**src/design/usbcd_pkg.sv**
```systemverilog
`default_nettype none

package usbcd_pkg;

  localparam logic [7:0] DirInBit   = 8'h80;
  localparam logic [7:0] EpNumMask  = 8'h0F;
  localparam logic [7:0] AttrMask   = 8'h03;
  localparam logic [7:0] AttrBulk   = 8'h02;
  localparam logic [7:0] TypeIface  = 8'd4;
  localparam logic [7:0] TypeEp     = 8'd5;

  localparam logic [7:0] MatchClassRst    = 8'd8;
  localparam logic [7:0] MatchSubclassRst = 8'd6;
  localparam logic [7:0] MatchProtocolRst = 8'd80;

  typedef enum logic [1:0] {
    CFG_CLASS    = 2'd0,
    CFG_SUBCLASS = 2'd1,
    CFG_PROTOCOL = 2'd2
  } cfg_idx_e;

  typedef struct packed {
    logic [7:0] match_class;
    logic [7:0] match_subclass;
    logic [7:0] match_protocol;
  } cfg_t;

  typedef struct packed {
    logic        scan_status;
    logic [7:0]  iface_number;
    logic [3:0]  in_endpoint;
    logic [15:0] in_packet_max;
    logic [3:0]  out_endpoint;
    logic [15:0] out_packet_max;
  } res_t;

endpackage

`default_nettype wire

```
**src/design/usbcd_in_if.sv**
```systemverilog
`default_nettype none

interface usbcd_in_if;
  logic       valid;
  logic       ready;
  logic [7:0] blob_byte;
  logic       last_byte;

  modport source (output valid, output blob_byte, output last_byte, input ready);
  modport sink (input valid, input blob_byte, input last_byte, output ready);
endinterface

`default_nettype wire

```
**src/design/usbcd_out_if.sv**
```systemverilog
`default_nettype none

interface usbcd_out_if;
  logic        valid;
  logic        ready;
  logic        scan_status;
  logic [7:0]  iface_number;
  logic [3:0]  in_endpoint;
  logic [15:0] in_packet_max;
  logic [3:0]  out_endpoint;
  logic [15:0] out_packet_max;

  modport source (output valid, output scan_status, output iface_number,
                  output in_endpoint, output in_packet_max, output out_endpoint,
                  output out_packet_max, input ready);
  modport sink (input valid, input scan_status, input iface_number,
                input in_endpoint, input in_packet_max, input out_endpoint,
                input out_packet_max, output ready);
endinterface

`default_nettype wire

```
**src/design/usbcd_walk.sv**
```systemverilog
`default_nettype none

module usbcd_walk
  import usbcd_pkg::*;
#(
  parameter int unsigned MAX_BLOB_BYTES = 128
) (
  input  wire logic       clk_i,
  input  wire logic       rst_ni,
  input  wire logic       step_i,
  input  wire logic [7:0] byte_i,
  input  wire logic       last_i,
  input  wire cfg_t       cfg_i,
  output res_t            res_o
);

  localparam int unsigned CntW = $clog2(MAX_BLOB_BYTES + 1);
  localparam logic [CntW-1:0] CntMax = CntW'(MAX_BLOB_BYTES);

  logic [CntW-1:0] cnt_q, cnt_d;
  logic [7:0]  pos_q, pos_d, len_q, len_d, type_q, type_d;
  logic        stop_q, stop_d, scope_q, scope_d;
  logic [1:0]  cmatch_q, cmatch_d;
  logic [7:0]  piface_q, piface_d, addr_q, addr_d, attr_q, attr_d, low_q, low_d;
  logic [7:0]  fiface_q, fiface_d;
  logic [3:0]  in_slot_q, in_slot_d, out_slot_q, out_slot_d;
  logic [15:0] in_size_q, in_size_d, out_size_q, out_size_d;
  logic [7:0]  pos_inc;

  always_comb begin
    cnt_d      = cnt_q;
    pos_d      = pos_q;
    len_d      = len_q;
    type_d     = type_q;
    stop_d     = stop_q;
    scope_d    = scope_q;
    cmatch_d   = cmatch_q;
    piface_d   = piface_q;
    addr_d     = addr_q;
    attr_d     = attr_q;
    low_d      = low_q;
    fiface_d   = fiface_q;
    in_slot_d  = in_slot_q;
    in_size_d  = in_size_q;
    out_slot_d = out_slot_q;
    out_size_d = out_size_q;
    pos_inc    = pos_q + 8'd1;

    if (cnt_q < CntMax) begin
      cnt_d = cnt_q + CntW'(1);
      if (!stop_q) begin
        if (pos_q == 8'd0) begin
          if (byte_i == 8'd0) begin
            stop_d = 1'b1;
          end else begin
            len_d  = byte_i;
            type_d = 8'd0;
          end
        end else if (pos_q == 8'd1) begin
          type_d = byte_i;
          if (byte_i == TypeIface) begin
            scope_d  = 1'b0;
            cmatch_d = 2'b00;
          end
        end else if (type_q == TypeIface) begin
          if (pos_q == 8'd2) begin
            piface_d = byte_i;
          end else if (pos_q == 8'd5) begin
            cmatch_d[0] = (byte_i == cfg_i.match_class);
          end else if (pos_q == 8'd6) begin
            cmatch_d[1] = (byte_i == cfg_i.match_subclass);
          end else if (pos_q == 8'd7 && cmatch_q == 2'b11 &&
                       byte_i == cfg_i.match_protocol) begin
            scope_d  = 1'b1;
            fiface_d = piface_q;
          end
        end else if (type_q == TypeEp) begin
          if (pos_q == 8'd2) begin
            addr_d = byte_i;
          end else if (pos_q == 8'd3) begin
            attr_d = byte_i;
          end else if (pos_q == 8'd4) begin
            low_d = byte_i;
          end else if (pos_q == 8'd5 && scope_q && (attr_q & AttrMask) == AttrBulk) begin
            if ((addr_q & DirInBit) != 8'd0) begin
              if (in_slot_q == 4'd0) begin
                in_slot_d = addr_q[3:0] & EpNumMask[3:0];
                in_size_d = {byte_i, low_q};
              end
            end else if (out_slot_q == 4'd0) begin
              out_slot_d = addr_q[3:0] & EpNumMask[3:0];
              out_size_d = {byte_i, low_q};
            end
          end
        end
        // A zero length byte stops the walk and leaves the offset alone.
        if (!(pos_q == 8'd0 && byte_i == 8'd0)) begin
          pos_d = (pos_inc >= len_d) ? 8'd0 : pos_inc;
        end
      end
    end

    res_o.scan_status    = (in_slot_d == 4'd0) || (out_slot_d == 4'd0);
    res_o.iface_number   = fiface_d;
    res_o.in_endpoint    = in_slot_d;
    res_o.in_packet_max  = in_size_d;
    res_o.out_endpoint   = out_slot_d;
    res_o.out_packet_max = out_size_d;
  end

  always_ff @(posedge clk_i or negedge rst_ni) begin
    if (!rst_ni) begin
      cnt_q      <= '0;
      pos_q      <= '0;
      len_q      <= '0;
      type_q     <= '0;
      stop_q     <= 1'b0;
      scope_q    <= 1'b0;
      cmatch_q   <= '0;
      piface_q   <= '0;
      addr_q     <= '0;
      attr_q     <= '0;
      low_q      <= '0;
      fiface_q   <= '0;
      in_slot_q  <= '0;
      in_size_q  <= '0;
      out_slot_q <= '0;
      out_size_q <= '0;
    end else if (step_i) begin
      if (last_i) begin
        // The set is complete: start the next one from a clean walk.
        cnt_q      <= '0;
        pos_q      <= '0;
        len_q      <= '0;
        type_q     <= '0;
        stop_q     <= 1'b0;
        scope_q    <= 1'b0;
        cmatch_q   <= '0;
        piface_q   <= '0;
        addr_q     <= '0;
        attr_q     <= '0;
        low_q      <= '0;
        fiface_q   <= '0;
        in_slot_q  <= '0;
        in_size_q  <= '0;
        out_slot_q <= '0;
        out_size_q <= '0;
      end else begin
        cnt_q      <= cnt_d;
        pos_q      <= pos_d;
        len_q      <= len_d;
        type_q     <= type_d;
        stop_q     <= stop_d;
        scope_q    <= scope_d;
        cmatch_q   <= cmatch_d;
        piface_q   <= piface_d;
        addr_q     <= addr_d;
        attr_q     <= attr_d;
        low_q      <= low_d;
        fiface_q   <= fiface_d;
        in_slot_q  <= in_slot_d;
        in_size_q  <= in_size_d;
        out_slot_q <= out_slot_d;
        out_size_q <= out_size_d;
      end
    end
  end

endmodule

`default_nettype wire

```
**src/design/usb_config_descriptor_msc_scan.sv**
```systemverilog
// A result is loaded into the output register when the item with last_byte leaves the input
// register, which waits while the output register still holds a result that is not taken.
// Throughput: one byte per cycle unless stalled; the descriptor walk updates its state per byte.
// The only stall comes from a result that waits at the output while the next set ends.
// Reset (rst_ni low, asynchronous) clears the walk state, empties the input and output
// registers, and loads the match registers with class 8, subclass 6 and protocol 80.
`default_nettype none

module usb_config_descriptor_msc_scan
  import usbcd_pkg::*;
#(
  parameter int unsigned MAX_BLOB_BYTES = 128
) (
  input  wire logic       clk_i,
  input  wire logic       rst_ni,
  input  wire logic       cfg_we_i,
  input  wire logic [1:0] cfg_idx_i,
  input  wire logic [7:0] cfg_data_i,
  usbcd_in_if.sink        in_if,
  usbcd_out_if.source     out_if
);

  cfg_t       cfg_q;
  logic       s1_valid_q;
  logic [7:0] s1_byte_q;
  logic       s1_last_q;
  logic       s1_adv;
  logic       out_valid_q;
  res_t       out_q;
  res_t       walk_res;

  always_ff @(posedge clk_i or negedge rst_ni) begin
    if (!rst_ni) begin
      cfg_q.match_class    <= MatchClassRst;
      cfg_q.match_subclass <= MatchSubclassRst;
      cfg_q.match_protocol <= MatchProtocolRst;
    end else if (cfg_we_i) begin
      case (cfg_idx_e'(cfg_idx_i))
        CFG_CLASS:    cfg_q.match_class    <= cfg_data_i;
        CFG_SUBCLASS: cfg_q.match_subclass <= cfg_data_i;
        CFG_PROTOCOL: cfg_q.match_protocol <= cfg_data_i;
        default:      ;
      endcase
    end
  end

  // Only a closing byte needs room in the output register.
  assign s1_adv      = s1_valid_q && (!s1_last_q || !out_valid_q || out_if.ready);
  assign in_if.ready = !s1_valid_q || s1_adv;

  always_ff @(posedge clk_i or negedge rst_ni) begin
    if (!rst_ni) begin
      s1_valid_q <= 1'b0;
    end else if (in_if.ready) begin
      s1_valid_q <= in_if.valid;
    end
  end

  always_ff @(posedge clk_i) begin
    if (in_if.valid && in_if.ready) begin
      s1_byte_q <= in_if.blob_byte;
      s1_last_q <= in_if.last_byte;
    end
  end

  usbcd_walk #(
    .MAX_BLOB_BYTES(MAX_BLOB_BYTES)
  ) u_walk (
    .clk_i  (clk_i),
    .rst_ni (rst_ni),
    .step_i (s1_adv),
    .byte_i (s1_byte_q),
    .last_i (s1_last_q),
    .cfg_i  (cfg_q),
    .res_o  (walk_res)
  );

  always_ff @(posedge clk_i or negedge rst_ni) begin
    if (!rst_ni) begin
      out_valid_q <= 1'b0;
    end else if (s1_adv && s1_last_q) begin
      out_valid_q <= 1'b1;
    end else if (out_if.ready) begin
      out_valid_q <= 1'b0;
    end
  end

  always_ff @(posedge clk_i) begin
    if (s1_adv && s1_last_q) begin
      out_q <= walk_res;
    end
  end

  assign out_if.valid          = out_valid_q;
  assign out_if.scan_status    = out_q.scan_status;
  assign out_if.iface_number   = out_q.iface_number;
  assign out_if.in_endpoint    = out_q.in_endpoint;
  assign out_if.in_packet_max  = out_q.in_packet_max;
  assign out_if.out_endpoint   = out_q.out_endpoint;
  assign out_if.out_packet_max = out_q.out_packet_max;

endmodule

`default_nettype wire

```
**src/flat_wrapper.sv**
```systemverilog
// flat-port wrapper written by rule: the top's interface ports become plain ports
module usb_config_descriptor_msc_scan_flat import usbcd_pkg::*;
#(
  parameter int unsigned MAX_BLOB_BYTES = 128
)
  (clk_i, rst_ni, cfg_we_i, cfg_idx_i, cfg_data_i, in_if_valid, in_if_blob_byte, in_if_last_byte, in_if_ready, out_if_valid, out_if_scan_status, out_if_iface_number, out_if_in_endpoint, out_if_in_packet_max, out_if_out_endpoint, out_if_out_packet_max, out_if_ready);
  usbcd_in_if in_if_i ();
  usbcd_out_if out_if_i ();
  input  wire logic clk_i;
  input  wire logic rst_ni;
  input  wire logic cfg_we_i;
  input  wire logic [1:0] cfg_idx_i;
  input  wire logic [7:0] cfg_data_i;
  input wire logic [$bits(in_if_i.valid)-1:0] in_if_valid;
  input wire logic [$bits(in_if_i.blob_byte)-1:0] in_if_blob_byte;
  input wire logic [$bits(in_if_i.last_byte)-1:0] in_if_last_byte;
  output wire logic [$bits(in_if_i.ready)-1:0] in_if_ready;
  output wire logic [$bits(out_if_i.valid)-1:0] out_if_valid;
  output wire logic [$bits(out_if_i.scan_status)-1:0] out_if_scan_status;
  output wire logic [$bits(out_if_i.iface_number)-1:0] out_if_iface_number;
  output wire logic [$bits(out_if_i.in_endpoint)-1:0] out_if_in_endpoint;
  output wire logic [$bits(out_if_i.in_packet_max)-1:0] out_if_in_packet_max;
  output wire logic [$bits(out_if_i.out_endpoint)-1:0] out_if_out_endpoint;
  output wire logic [$bits(out_if_i.out_packet_max)-1:0] out_if_out_packet_max;
  input wire logic [$bits(out_if_i.ready)-1:0] out_if_ready;
  assign in_if_i.valid = in_if_valid;
  assign in_if_i.blob_byte = in_if_blob_byte;
  assign in_if_i.last_byte = in_if_last_byte;
  assign in_if_ready = in_if_i.ready;
  assign out_if_valid = out_if_i.valid;
  assign out_if_scan_status = out_if_i.scan_status;
  assign out_if_iface_number = out_if_i.iface_number;
  assign out_if_in_endpoint = out_if_i.in_endpoint;
  assign out_if_in_packet_max = out_if_i.in_packet_max;
  assign out_if_out_endpoint = out_if_i.out_endpoint;
  assign out_if_out_packet_max = out_if_i.out_packet_max;
  assign out_if_i.ready = out_if_ready;
  usb_config_descriptor_msc_scan #(.MAX_BLOB_BYTES(MAX_BLOB_BYTES)) u_core (.clk_i(clk_i), .rst_ni(rst_ni), .cfg_we_i(cfg_we_i), .cfg_idx_i(cfg_idx_i), .cfg_data_i(cfg_data_i), .in_if(in_if_i), .out_if(out_if_i));
endmodule
```
**config.mk**
```make
export PLATFORM = sky130hd
export DESIGN_NAME = usb_config_descriptor_msc_scan_flat
export DESIGN_NICKNAME = d
export VERILOG_FILES = /design/src/design/usbcd_pkg.sv /design/src/design/usbcd_in_if.sv /design/src/design/usbcd_out_if.sv /design/src/design/usbcd_walk.sv /design/src/design/usb_config_descriptor_msc_scan.sv /design/src/flat_wrapper.sv
export SDC_FILE = /design/constraint.sdc
export NUM_CORES = 1
export LEC_CHECK = 0
export BUFFER_PORTS_ARGS = -buffer_cell sky130_fd_sc_hd__buf_2
export CORE_UTILIZATION = 45
export CTS_CLUSTER_SIZE = 20
export DETAILED_ROUTE_END_ITERATION = 10
export PLACE_DENSITY = 0.69
export SLEW_MARGIN = 20
export SYNTH_ARGS = -nofsm -noshare
export SYNTH_HDL_FRONTEND = slang
export SYNTH_SLANG_ARGS = --single-unit
```
**constraint.sdc**
```tcl
create_clock -name clk_i -period 4.4 [get_ports clk_i]
set_input_delay 0.22 -clock clk_i [delete_from_list [all_inputs] [get_ports clk_i]]
set_output_delay 0.22 -clock clk_i [all_outputs]
set_load 0.02 [all_outputs]
```
==> results.sh, run 1 <==
export IMPL_status="finished, final reports clean"
export IMPL_fp_dieW_um=147
export IMPL_numCtsBuffers=17
export IMPL_slew_headroom=0.288
export IMPL_port_buffers=74
export IMPL_path_max_fanout=12
export IMPL_nNetsFinal=879
export IMPL_finClkSkew_ns=0.0122
export IMPL_ys_warn_count=0
export IMPL_required_ns=4.75
export IMPL_grt_use_met1=0.278
export IMPL_dr_pass1_iters=5
export IMPL_root_buffer="clkbuf_16"
export IMPL_endpoint="u_core.u_walk.pos_q[2]"
export IMPL_synth_area_um2=9420
export IMPL_timing_fmax_ghz=0.265
export IMPL_period_needed_ns=3.77
export IMPL_vias=6574
export IMPL_hold_path_class="primary input to flip-flop"
export IMPL_clock_sinks=191
export IMPL_hold_violations=0
export IMPL_reg2reg_from="u_core.s1_byte_q[7]"
export IMPL_grt_pass1_wl_um=34200
export IMPL_critical_path_class="flip-flop to flip-flop"
export IMPL_worst_slack_ns=0.626
export IMPL_setup_worst_path_start_class="flip-flop"
export IMPL_synth_edf_count=58
export IMPL_row_count=52
export IMPL_crit_path_start="u_core.s1_byte_q[7]"
export IMPL_coreArea_um2=20400
export IMPL_post_cts_setup_buffer_count=0
export IMPL_use_met2=0.321
export IMPL_cpPeakStageDelay_ns=0.86
export IMPL_reg2reg_depth=9
export IMPL_setup_tns_final_ns=0
export IMPL_cts_path_max_buffers=2
export IMPL_antenna_cells=0
export IMPL_yosys_area_top_type="dfrtp_1"
export IMPL_p_leak_uw=0.00484
export IMPL_tightestPinTransition_ns=1.07
export IMPL_yosys_register_bits=191
export IMPL_timing_rr_end="u_core.u_walk.pos_q[2]"
export IMPL_routed_wl_um=20800
export IMPL_layout_drive_gt1_share=0.251
export IMPL_end_kind="flip-flop"
export IMPL_ys_seq_area_frac=0.539
export IMPL_crit_chain="or4_1 -> o21ai_2 -> mux2i_1 -> ha_1 -> a211oi_1 -> nor2_1 -> a2111oi_2 -> a31oi_1 -> mux2i_1"
export IMPL_grt_pass1_vias=6410
export IMPL_yosysUniqueCellTypes=64
export IMPL_cts_tree="built"
export IMPL_synthCells=771
export IMPL_cpMostUsedCell="mux2i_1"
export IMPL_dieArea_um2=21500
export IMPL_syn_avg_cell_area_um2=12.2
export IMPL_syn_to_final_growth_pct=13.9
export IMPL_min_from="cfg_data_i[0]"
export IMPL_hpwl_um=13900
export IMPL_postRouteAntennaNets=0
export IMPL_htreeDepth=4
export IMPL_cp_top_family="compound AO/OA/AOI/OAI gates"
export IMPL_path_buf_inv=0
export IMPL_crit_arrival_ns=4.12
export IMPL_crit_slowest_cell="a2111oi_2"
export IMPL_drt_iter0_drc=491
export IMPL_grt_overflow=0
export IMPL_avgViaCountPerCell=5.84
export IMPL_busiest_layer="met2"
export IMPL_dieHeight_um=147
export IMPL_post_route_period_util=0.858
export IMPL_ys_flop_type="dfrtp_1"
export IMPL_cts_repair_resized=0
export IMPL_route_detailed_drc=0
export IMPL_grt_usage=0.200
export IMPL_synth_top_area_share=0.340
export IMPL_rsz0062_at_grt="no"
export IMPL_insertion_delay_ns=0.43
export IMPL_place_ws_ns=0.656
export IMPL_synthTopCellsByArea="dfrtp_1 (34%), edfxtp_1 (18%), mux2_2 (7.9%)"
export IMPL_io_pins=75
export IMPL_async_flop_share=0.696
export IMPL_start_util=0.463
export IMPL_antenna_found_initial=0
export IMPL_layout_common_cells="dfrtp_1 (128), buf_2 (73), mux2_2 (66)"
export IMPL_clkTransAtPathRegs_ns=0.07
export IMPL_drv_cap=0
export IMPL_path_depth=9
export IMPL_synthesis_nets=808
export IMPL_gp_congestion=0.806
export IMPL_finalSetupViolCount=0
export IMPL_grt_start_max_net_pins=72
export IMPL_post_drt_wl_per_cell_um=18.4
export IMPL_power_density_nw_per_um2=437
export IMPL_slew_violations=0
export IMPL_grt_met3_usage=0.0319
export IMPL_irDropWorstVdd_mv=0.290
export IMPL_r2r_slack_ns=0.63
export IMPL_final_common_cell="dfrtp_1"
where the power goes:
part	switching [uW]	internal [uW]
Combinational	581	400
Sequential	172	2010
Clock	693	828
metrics by stage:
stage	util	instances	instance area [um^2]	power [uW]	hold WS, ns
floorplan	-	771	9420	2890	-0.0756
global placement	0.492	1081	10000	3160	0.391
detailed placement	0.492	1081	10000	3180	0.393
CTS	0.527	1125	10700	4710	0.0394
global route	0.527	1125	10700	4920	0.0483
finish	0.527	1125	10700	4680	0.0508
area by class of cell:
cell class	instances	area, um^2
Fill cell	1747	9640
Clock inverter	11	123
Sequential cell	191	5080
Tap cell	270	338
Timing Repair Buffer	106	656
Multi-Input combinational cell	518	4050
Inverter	8	31.3
Clock buffer	21	460
worst register-to-register path, cell delays in order (launching register included):
cell	delay, ns
edfxtp_1	0.61
or4_1	0.64
o21ai_2	0.41
mux2i_1	0.25
ha_1	0.26
a211oi_1	0.24
nor2_1	0.09
a2111oi_2	0.86
a31oi_1	0.17
mux2i_1	0.16
flip-flops by register name, indices dropped and copies added (netlist names), 2 cells and up:
signal,count
u_core.s1_byte_q,8
u_core.u_walk.in_slot_q,4
u_core.u_walk.addr_q,5
u_core.u_walk.low_q,8
u_core.out_if.out_packet_max,16
u_core.out_if.iface_number,8
u_core.out_if.in_packet_max,16
u_core.cfg_q,24
u_core.u_walk.in_size_q,16
u_core.u_walk.out_slot_q,4
u_core.out_if.out_endpoint,4
u_core.u_walk.pos_q,8
u_core.u_walk.cnt_q,8
u_core.u_walk.attr_q,2
u_core.u_walk.out_size_q,16
u_core.u_walk.cmatch_q,2
u_core.out_if.in_endpoint,4
u_core.u_walk.type_q,8
u_core.u_walk.piface_q,8
u_core.u_walk.len_q,8
u_core.u_walk.fiface_q,8
cells in the mapped netlist (13+ instances only):
cell	count
nor3b_1	50
buf_2	16
nand2_1	40
nor2_1	39
nand4_1	15
ha_1	13
edfxtp_1	58
o21ai_0	13
mux2_2	66
xor2_1	28
a221o_1	53
clkbuf_1	28
nor3_1	18
dfrtp_1	128
a21oi_1	14
a22o_1	14
mux2i_1	15
worst min path at each step:
| stage | to | cells after the start |
|---|---|---|
| 2_1_floorplan | u_core.cfg_q[0] | 0 |
| 3_3_place_gp | u_core.cfg_q[12] | 1 |
| 3_5_place_dp | u_core.cfg_q[2] | 1 |
| 4_1_cts | u_core.cfg_q[0] | 2 |
| 5_1_grt | u_core.cfg_q[21] | 2 |
| 6_report | u_core.cfg_q[0] | 2 |
cells by family after synthesis:
logic type,share of synthesized area
and+or+nand+nor,0.149
DFF,0.539
AOI/OAI and AO/OA,0.138
muxes,0.0948
buffers and inverters,0.0316
xor gates and xnor gates,0.0307
adders and majority gates,0.0173
per-layer routing:
layer,vias up,wire (um)
li1,3098,-
met1,3292,9630
met2,152,10000
met3,32,683
met4,0,401
met5,-,0
what timing repair did:
action                     CTS  global route
hold buffers                12             0
hold endpoints to repair    72             0
setup endpoints to repair    0             0
Power figures use the tool's default switching activity.
==> inputs of run 2 (changes only) <==
- MAX_ROUTING_LAYER: default -> met4
- PLACE_DENSITY: 0.69 -> 0.71
- clock period: 4.4 -> 3.3 ns (I/O delays scaled with it)
==> run 2 against run 1 <==
Against the previous run: first-iteration DRC count decreased by 8.1%; utilization increased by 1.1 points; critical endpoint unchanged; count of clock-buffer cells in the layout decreased by 3; cell area increased by 2.1%; sequential power increased by 33%; register-to-register slack got worse by 0.35 ns; clock skew decreased by 0.0021 ns; largest power group unchanged; critical path depth increased by 1; largest cell class unchanged; sequential share of layout area decreased by 0.96 points; power increased by 39%; routed wire length increased by 2.2%; combinational power increased by 43%.
==> results.sh, run 2 (same netlist as run 1, synthesis figures left out) <==
export IMPL_antenna_cells=0
export IMPL_end_kind="flip-flop"
export IMPL_place_area_um2=10200
export IMPL_hold_path_class="primary input to flip-flop"
export IMPL_cts_tree="built"
export IMPL_grt_start_max_net_pins=70
export IMPL_reg2reg_from="u_core.s1_byte_q[3]"
export IMPL_dr_pass1_iters=5
export IMPL_crit_chain="or4_4 -> o21ai_2 -> mux2i_1 -> ha_1 -> a211oi_1 -> nor2_1 -> a2111oi_2 -> buf_4 -> a31oi_1 -> mux2i_1"
export IMPL_design_area_um2=11000
export IMPL_hpwl_um=14200
export IMPL_finClkSkew_ns=0.0101
export IMPL_clkTransAtPathRegs_ns=0.07
export IMPL_hold_violations=0
export IMPL_whs_endpoint="u_core.cfg_q[15]"
export IMPL_fp_dieW_um=147
export IMPL_root_buffer="clkbuf_16"
export IMPL_min_path_cells=2
export IMPL_seqPwrFrac=0.446
export IMPL_slew_violations=0
export IMPL_power_density_nw_per_um2=593
export IMPL_cp_top_family="compound AO/OA/AOI/OAI gates"
export IMPL_min_from="cfg_data_i[7]"
export IMPL_slew_headroom=0.384
export IMPL_syn_to_final_growth_pct=16.3
export IMPL_power_frac_comb=0.215
export IMPL_post_route_period_util=0.917
export IMPL_postRouteAntennaNets=0
export IMPL_irDropWorstVdd_mv=0.387
export IMPL_row_count=52
export IMPL_coreArea_um2=20400
export IMPL_tightestPinTransition_ns=0.924
export IMPL_clock_sinks=191
export IMPL_layout_drive_gt1_share=0.262
export IMPL_cpMostUsedCell="mux2i_1"
export IMPL_required_ns=3.64
export IMPL_drv_cap=0
export IMPL_finalSetupViolCount=0
export IMPL_critical_path_class="flip-flop to flip-flop"
export IMPL_grt_overflow=0
export IMPL_largest_reg_flops=24
export IMPL_routed_wl_um=21200
export IMPL_post_drt_wl_per_cell_um=18.6
export IMPL_timing_fmax_ghz=0.331
export IMPL_post_cts_setup_buffer_count=0
export IMPL_dieArea_um2=21500
export IMPL_setup_worst_path_start_class="flip-flop"
export IMPL_crit_slowest_cell="or4_4"
export IMPL_period_needed_ns=3.02
export IMPL_avgViaCountPerCell=5.92
export IMPL_path_buf_inv=1
export IMPL_insertion_delay_ns=0.43
export IMPL_p_int_uw=4550
export IMPL_antenna_found_initial=0
export IMPL_reg2reg_depth=10
export IMPL_grt_usage=0.211
export IMPL_grt_pass1_wl_um=34600
export IMPL_layout_common_cells="dfrtp_1 (128), buf_2 (73), mux2_2 (66)"
export IMPL_p_sw_frac=0.300
export IMPL_crit_arrival_ns=3.37
export IMPL_timing_rr_end="u_core.u_walk.pos_q[2]"
export IMPL_nNetsFinal=895
export IMPL_port_buffers=74
export IMPL_cpPeakStageDelay_ns=0.57
export IMPL_switchingPower_uw=1950
export IMPL_io_pins=75
export IMPL_final_common_cell="dfrtp_1"
export IMPL_power_frac_clock=0.339
export IMPL_cts_repair_resized=0
export IMPL_path_max_fanout=9
export IMPL_r2r_slack_ns=0.28
export IMPL_status="finished, final reports clean"
export IMPL_grt_pass1_vias=6437
export IMPL_drt_iter0_drc=451
export IMPL_dieHeight_um=147
export IMPL_top_register="u_core.cfg_q"
export IMPL_setup_tns_final_ns=0
export IMPL_start_util=0.463
export IMPL_numCtsBuffers=17
export IMPL_route_detailed_drc=0
export IMPL_rsz0062_at_grt="no"
export IMPL_gp_congestion=0.866
export IMPL_cts_path_max_buffers=2
export IMPL_p_leak_uw=0.00496
export IMPL_vias=6756
export IMPL_htreeDepth=4
[run 2: changes by cell type in the layout (fill, tap and decap cells not counted), moves of 2 or more]
cell and change:
dlygate4sd3_1 +3, clkbuf_8 -2, buf_12 +4, buf_4 +9, bufinv_16 +3
[run 2: cell type report]
cell class              count  area, um^2
well taps                 270         338
inverters                   8        30.0
flip-flops and latches    191        5080
clock buffers              18         429
fillers                  1710        9410
repair buffers            122         833
multi-input cells         518        4050
clock inverters            14         200
[run 2: worst max path at each step]
stage	from	end	slack, ns	depth (start not counted)
finish	u_core.s1_byte_q[3]	u_core.u_walk.pos_q[2]	0.28	10
global route	u_core.s1_byte_q[3]	u_core.u_walk.pos_q[2]	0.08	10
CTS	u_core.s1_byte_q[3]	u_core.u_walk.pos_q[2]	0.26	10
detailed placement	u_core.s1_byte_q[4]	u_core.u_walk.pos_q[2]	0.29	11
global placement	u_core.s1_byte_q[3]	u_core.u_walk.pos_q[2]	0.40	11
floorplan	u_core.s1_byte_q[3]	u_core.u_walk.pos_q[2]	0.09	10
[run 2: power by group through the flow]
stage                     Combinational, uW  Clock [uW]  Sequential (uW)
after floorplan                         970           0             2880
after global placement                 1340           0             2930
after detailed placement               1370           0             2940
after CTS                              1390        2240             2890
after global routing                   1540        2330             2930
final                                  1400        2200             2900
[run 2: timing repair]
item	CTS	global route
endpoints found under the setup margin	0	0
hold buffers	15	0
endpoints found under the hold margin	83	0
[run 2: metrics by stage]
stage	hold slack [ns]	setup WS (ns)	util	total power, uW	std cells
2_1_floorplan	-0.131	0.0888	-	3850	771
3_3_place_gp	0.341	0.395	0.500	4260	1094
3_5_place_dp	0.343	0.286	0.500	4310	1094
6_report	0.0107	0.276	0.538	6500	1141
4_1_cts	0.000323	0.262	0.538	6520	1141
5_1_grt	0.00615	0.0831	0.538	6790	1141
[run 2: routing by layer]
metal  wire length (um)  GRT usage
met5                  0          -
met4                289     0.0557
met3                805     0.0397
met2              10200      0.325
met1               9890      0.287
